<file path="config.mk">
export PLATFORM = sky130hd
export DESIGN_NAME = iirbq_mac
export DESIGN_NICKNAME = d
export VERILOG_FILES = /design/src/rtl/iirbq_pkg.sv /design/src/rtl/iirbq_mac.sv
export SDC_FILE = /design/constraint.sdc
export NUM_CORES = 2
export LEC_CHECK = 0
export BUFFER_PORTS_ARGS = -buffer_cell sky130_fd_sc_hd__buf_2
export CAP_MARGIN = 20
export CORE_MARGIN = 10
export CORE_UTILIZATION = 53
export DETAILED_ROUTE_END_ITERATION = 12
export PLACE_DENSITY = 0.7
export SYNTH_ARGS = -nofsm -noshare
export SYNTH_HDL_FRONTEND = slang
export SYNTH_SLANG_ARGS = --single-unit
</file>
<file path="constraint.sdc">
create_clock -name aclk -period 17.7 [get_ports aclk]
set_input_delay 2.655 -clock aclk [delete_from_list [all_inputs] [get_ports aclk]]
set_output_delay 2.655 -clock aclk [all_outputs]
set_load 0.01 [all_outputs]
</file>
<file path="src/rtl/iirbq_pkg.sv">
`default_nettype none

package iirbq_pkg;

    localparam int DATA_W    = 32;
    localparam int PROD_W    = 64;
    localparam int ACC_W     = 67;
    localparam int SAT_IN_W  = 68;
    localparam int SUM_W     = 36;
    localparam int CFG_W     = 4;
    localparam int IDX_W     = 6;
    localparam int ROUND_BITS = 30;
    localparam int GAIN_SHIFT_BASE = 14;
    localparam int GAIN_SHIFT_MAX  = 63;

    localparam int COEF_PER_SEC = 7;
    localparam int DLY_PER_SEC  = 4;

    typedef logic [2:0] tap_t;

    // coefficient word order within a section
    localparam tap_t TAP_A2    = 3'd0;
    localparam tap_t TAP_A1    = 3'd1;
    localparam tap_t TAP_B2    = 3'd2;
    localparam tap_t TAP_B1    = 3'd3;
    localparam tap_t TAP_B0    = 3'd4;
    localparam tap_t TAP_SHIFT = 3'd5;
    localparam tap_t TAP_GAIN  = 3'd6;
    localparam tap_t TAP_LAST  = 3'd7;

    // delay word order within a section
    localparam logic [1:0] DLY_Y2 = 2'd0;
    localparam logic [1:0] DLY_Y1 = 2'd1;
    localparam logic [1:0] DLY_X2 = 2'd2;
    localparam logic [1:0] DLY_X1 = 2'd3;

    localparam logic CFG_TOTAL  = 1'b0;
    localparam logic CFG_SERIES = 1'b1;

    localparam logic FUNC_FILTER = 1'b0;
    localparam logic FUNC_COEF   = 1'b1;

    typedef enum logic [3:0] {
        S_IDLE,
        S_SEC,
        S_MAC,
        S_ROUND,
        S_UPD,
        S_SHIFT1,
        S_SHIFT2,
        S_NEXT,
        S_OUT
    } state_t;

    typedef enum logic [1:0] {
        GM_PASS,
        GM_ROUND,
        GM_ZERO
    } gmode_t;

    typedef struct packed {
        logic mul_en;
        logic to_acc;
        logic acc_clr;
    } mac_ctrl_t;

    function automatic logic signed [DATA_W-1:0] sat_q31(
        input logic signed [SAT_IN_W-1:0] v
    );
        logic signed [SAT_IN_W-1:0] hi_lim;
        logic signed [SAT_IN_W-1:0] lo_lim;
        hi_lim = SAT_IN_W'(64'sh0000_0000_7FFF_FFFF);
        lo_lim = SAT_IN_W'(-64'sh0000_0000_8000_0000);
        if (v > hi_lim) begin
            sat_q31 = 32'sh7FFF_FFFF;
        end else if (v < lo_lim) begin
            sat_q31 = 32'sh8000_0000;
        end else begin
            sat_q31 = v[DATA_W-1:0];
        end
    endfunction

endpackage

`default_nettype wire

</file>
<file path="src/rtl/iirbq_mac.sv">
`default_nettype none

module iirbq_mac
    import iirbq_pkg::*;
(
    input  wire logic                      aclk,
    input  wire logic                      aresetn,
    input  wire mac_ctrl_t                 ctrl,
    input  wire logic signed [DATA_W-1:0]  op_a,
    input  wire logic signed [DATA_W-1:0]  op_b,
    output      logic signed [PROD_W-1:0]  prod,
    output      logic signed [DATA_W-1:0]  y_round
);

    logic signed [PROD_W-1:0]   prod_reg;
    logic                       acc_vld_reg;
    logic signed [ACC_W-1:0]    acc_reg;
    logic signed [SAT_IN_W-1:0] acc_rnd;

    always_ff @(posedge aclk) begin
        if (ctrl.mul_en) begin
            prod_reg <= PROD_W'(op_a * op_b);
        end
    end

    always_ff @(posedge aclk) begin
        if (!aresetn) begin
            acc_vld_reg <= 1'b0;
        end else begin
            acc_vld_reg <= ctrl.mul_en && ctrl.to_acc;
        end
    end

    always_ff @(posedge aclk) begin
        if (ctrl.acc_clr) begin
            acc_reg <= '0;
        end else if (acc_vld_reg) begin
            acc_reg <= acc_reg + ACC_W'(prod_reg);
        end
    end

    assign acc_rnd = (SAT_IN_W'(acc_reg) + (SAT_IN_W'(1) <<< (ROUND_BITS - 1))) >>> ROUND_BITS;
    assign y_round = sat_q31(acc_rnd);
    assign prod    = prod_reg;

endmodule

`default_nettype wire

</file>
# ---- After elaboration in Yosys (flattened, before gate mapping)
# Cells that the tools add are included.
# W data, S select, Z words.
dict set report totals {
  out_inout_bits 96
  register_bits 132
  word_cells 11
  in_bits 69
}
dict set report op_classes {
  addsub 2
  n_mux 2
  mul 1
  magnitude_cmp 2
  reduce_logical 1
}
# operator count
set ops {}
lappend ops {{$add A67 B31 Y68 const B} 1}
lappend ops {{$add A67 B64 Y67} 1}
lappend ops {{$mul A32 B32 Y64} 1}
lappend ops {{$mux W32} 2}
lappend ops {{$gt A38 B32 Y1 const B} 1}
lappend ops {{$lt A38 B32 Y1 const B} 1}
lappend ops {{$logic_and A1 B1 Y1} 1}

# ---- Longest topological paths before layout
dict set report logic_depth {
  word_depth 4
  mapped_depth 30
  mapped_depth_nobuf 29
}

# ---- Least setup slack after synthesis
# Ideal clock, no wire load.
dict set report synth_path {
  path_type {input -> register}
  start {in op_a[31]}
  end {reg prod_reg[63], in the netlist prod[63], data pin}
  stages 24
  required_ns 17.440
  setup_time_ns 0.260
  setup_slack_ns 7.734
  t_arrival_ns 9.706
  cell_sequence {clkbuf_1 nand2_1 inv_1 fa_1 inv_1 fa_1 fa_1 inv_1 fa_1 inv_1 fa_1 inv_1 fa_1 inv_1 fa_1 inv_1 fa_1 ha_1 a2111oi_0 nand2_1 o31ai_2 a31oi_1 a221oi_2 xnor2_1}
}
dict set report synth_between {
  elab_chain_len 1
}
# item line
set synth_rtl {}
lappend synth_rtl {{start, declared} iirbq_mac.sv:9} ;# input wire logic signed [DATA_W-1:0] op_a,
lappend synth_rtl {{$mul A32 B32 Y64} iirbq_mac.sv:22} ;# prod_reg <= PROD_W'(op_a * op_b);
lappend synth_rtl {{end signal, assigned} iirbq_mac.sv:22}
lappend synth_rtl {{end, declared} iirbq_mac.sv:15} ;# logic signed [PROD_W-1:0] prod_reg;
# Every way passes these cells.
# A chain may end at the register's enable or synchronous reset.

# ---- Worst setup path after layout
# Ends and elaborated chain as after synthesis.

==> out/qor.csv <==
stage;metric;value;unit
worst_setup_path;Slowest-stage cell, CP;fa_1;
logic_synthesis;Synth Area in Compound Gates;0.06849;
route;drt total wl;125.9;mm
logic_synthesis;async set or reset register ratio after synthesis;0;
clocking;H-tree Lvls;4;
sta;slew margin rel.;0.2711;
final_layout;Filler Cells Inserted;7665;
sta;Hold Violations, Final;0;
final_layout;P&R area growth vs syn;4.233;%
place;worst slack, placed;6619;ps
sta;Slew @ Worst Pin;1093;ps
floorplan;Die Width;313.0;um
final_layout;final core utilization;0.5568;
route;post-route ant nets;0;
worst_setup_path;critical path peak fanout;32;
worst_setup_path;crit-path most repeated cell;fa_1;
worst_hold_path;HP Class;flop to flop;
sta;Max Slew Vio Count;0;
logic_synthesis;xor/xnor share of the synthesized area;0.03061;
floorplan;Die ar.;97940;sq um
final_layout;ratio of cells with drive above 1 in the final layout;0.05182;
logic_synthesis;Avg Inst Size Synth;9.217;sq um
worst_setup_path;Worst Path Required;17890;ps
worst_setup_path;startpoint types;input pin;
global_routing;gr ovfl total;0;
clocking;cts hold-fix bufs;0;
logic_synthesis;Synth Net Count;6338;
logic_synthesis;simple-gate portion of the synthesized area;0.1620;
logic_synthesis;Post-synth EDFFs;64;
logic_synthesis;dominant register cell in the synthesized netlist;dfxtp_1;
clocking;CTS Sinks;132;
clocking;Worst-path clk slew;60;ps
clocking;Post-CTS Setup Bufs;0;
run_status;status;finished, final reports clean;
sta;period utilization;0.5992;
logic_synthesis;sequential area share after synthesis;0.07218;
global_routing;pin count of the biggest net entering global routing;80;
logic_synthesis;yosys warns;0;
final_layout;ant diodes;0;
floorplan;row count;107;
worst_setup_path;max incr delay on CP;840;ps
global_routing;vias in the first global route;35520;
final_layout;fin cells;6046;
sta;clk_skew;13.91;ps
clocking;Num CTS Buffers;17;
clocking;CTS tree;built;
route;post-DR vias/cell;5.510;
logic_synthesis;Synth Register Bits;132;
sta;Worst Slack Setup Final;7094;ps
logic_synthesis;largest family of logic cells by synthesized area;adder cells;
worst_setup_path;data arrival time of the worst path;10800;ps
route;DR iter-0 viols;2473;
global_routing;first-pass GRT wire length;200.3;mm
place;I/O Buffers;164;
floorplan;Ports;165;
worst_setup_path;WS Path Type;input pin to flop;
sta;Peak Freq;0.09428;GHz
flow_run;Max-cap violations;0;
place;placed cell count;6014;
logic_synthesis;mapped cell area;45490;sq um
worst_setup_path;Critical Path End Type;flop;
sta;RSZ-0062 raised after global routing;false;
place;RD Place Congestion;0.9150;
logic_synthesis;Post-Synth Adder-Cell Area;0.5457;
logic_synthesis;Synth Instances;4935;
floorplan;Vert. Die Dim;313.0;um
logic_synthesis;Yosys cell types;92;
clocking;deepest clock path buffer count;2;
floorplan;core footprint;85150;sq um
global_routing;gr usage total;0.2611;
sta;minimum clock period;10610;ps
sta;Setup TNS;0;ps
route;vias post-DR;33310;
route;DR WL/cell;20.83;um
clocking;worst skew pair latency;450;ps
global_routing;initial antenna violation count;5;
route;DRC viols;0;
place;dpl hpwl;98.07;mm
logic_synthesis;mux cell area share after synthesis;0.01040;
route;drt first pass iters;6;
floorplan;Initial Util;0.5342;
clocking;CTS root buf;clkbuf_16;
worst_setup_path;critical path cell sequence;buf_2 -> nand2_1 -> inv_1 -> fa_1 -> inv_1 -> fa_1 -> fa_1 -> inv_1 -> fa_1 -> inv_1 -> fa_1 -> inv_1 -> fa_1 -> inv_1 -> fa_1 -> inv_1 -> fa_1 -> ha_1 -> a2111oi_0 -> nand2_1 -> o31ai_2 -> a31oi_1 -> a221oi_2 -> xnor2_1;
worst_hold_path;WHS Path Cells;2;
sta;final setup fails;0;
final_layout;fin nets;6292;
final_layout;max reg flops;67;
clocking;Resized cells post-CTS;0;
worst_setup_path;worst reg2reg path depth;11;
placed cells by master, fill, tap and decap left out, drive strengths merged, types with 9 or more instances in the layout:
| cell type | count |
|---|---|
| a21o | 60 |
| fa | 1083 |
| ha | 251 |
| mux2i | 45 |
| o21a | 16 |
| a211oi | 17 |
| o211ai | 11 |
| xnor2 | 99 |
| xor2 | 60 |
| inv | 1069 |
| a21oi | 149 |
| o21ai | 108 |
| o21bai | 29 |
| o31ai | 16 |
| clkbuf | 17 |
| dfxtp | 68 |
| buf | 185 |
| and2 | 508 |
| nand2b | 32 |
| edfxtp | 64 |
| nor3 | 27 |
| nand2 | 604 |
| nand3 | 52 |
| nor2 | 138 |
| nor2b | 28 |
| a41oi | 9 |
| nand4 | 24 |
| and3 | 19 |
synth_stat cells, types with 5 or more instances:
library cell / count / area, sq um
buf_2: 10 / 50.05
a31oi_1: 7 / 43.79
nand3b_1: 6 / 45.04
o211ai_1: 10 / 75.07
o31ai_1: 14 / 105.1
nor2_1: 138 / 518.0
o22ai_1: 6 / 37.54
buf_1: 9 / 33.78
and3_1: 18 / 112.6
buf_6: 7 / 78.83
a211oi_1: 15 / 112.6
o21ai_0: 92 / 460.4
or2_2: 7 / 43.79
nand3_1: 52 / 260.3
dfxtp_1: 68 / 1361
inv_1: 1057 / 3968
a21o_1: 59 / 442.9
o21ai_1: 16 / 80.08
nand4_1: 24 / 150.1
a41oi_1: 8 / 70.07
edfxtp_1: 64 / 1922
fa_1: 1083 / 21680
clkbuf_1: 219 / 822.0
nor3_1: 27 / 135.1
mux2i_1: 45 / 450.4
nand2b_1: 32 / 200.2
or3_1: 5 / 31.28
xnor2_1: 99 / 867.1
o21a_1: 16 / 120.1
o21bai_1: 29 / 217.7
and2_1: 508 / 3178
ha_1: 251 / 3141
xor2_1: 60 / 525.5
nor3b_1: 5 / 37.54
a21oi_1: 148 / 740.7
nor2b_1: 28 / 175.2
nand2_1: 603 / 2263
kinds of logic (layout without fill, tap and decap cells):
kind of cell	count (synthesis)	after routing
and+or+nand+nor	1477	1477
adders and majority gates	1334	1334
buffers and inverters	1307	1274
AOI/OAI and AO/OA	479	479
xor gates and xnor gates	159	159
DFF	132	132
muxes	47	47
area by class of cell:
type,count,area [sq um],area share
clock buffers,17,425.4,0.008972
repair buffers,185,978.4,0.02064
multi-input cells,3496,37170,0.7840
well taps,1144,1431,0.03019
clock inverters,15,152.6,0.003219
flip-flops and latches,132,3287,0.06932
inverters,1057,3968,0.08368
final timing paths:
kind                     from     endpoint  slack (ps)
setup / recovery     op_a[31]     prod[63]        7090
hold / removal    acc_reg[26]  acc_reg[26]         480
setup reg to reg      prod[9]  acc_reg[66]       14090
hold reg to reg   acc_reg[26]  acc_reg[26]         480
through the flow:
stage | hold WS, ps | area [sq um]
after floorplan | 447.2 | 45490
after global placement | 462.1 | 46830
after detailed placement | 470.0 | 46830
after CTS | 481.3 | 47410
after global routing | 510.6 | 47410
final | 481.9 | 47410
layer usage:
layer,vias to the layer above,wire [um],global-route usage
met4,4,1948,0.04785
met1,16940,52020,0.3514
met5,-,134,0.008885
met3,133,16850,0.1076
li1,14700,-,-
met2,1536,54990,0.3960
worst max-delay path: cells and delay by family:
| family | cells | cell delay (ps) |
|---|---|---|
| AOI/OAI and AO/OA | 4 | 1440 |
| and+or+nand+nor | 2 | 380 |
| xor gates and xnor gates | 1 | 80 |
| adders and majority gates | 9 | 4770 |
| buffers and inverters | 8 | 1440 |
Power is left out: the tool's default activity adds up to more than one toggle a clock period on the data nets, which glitch-free logic cannot reach.
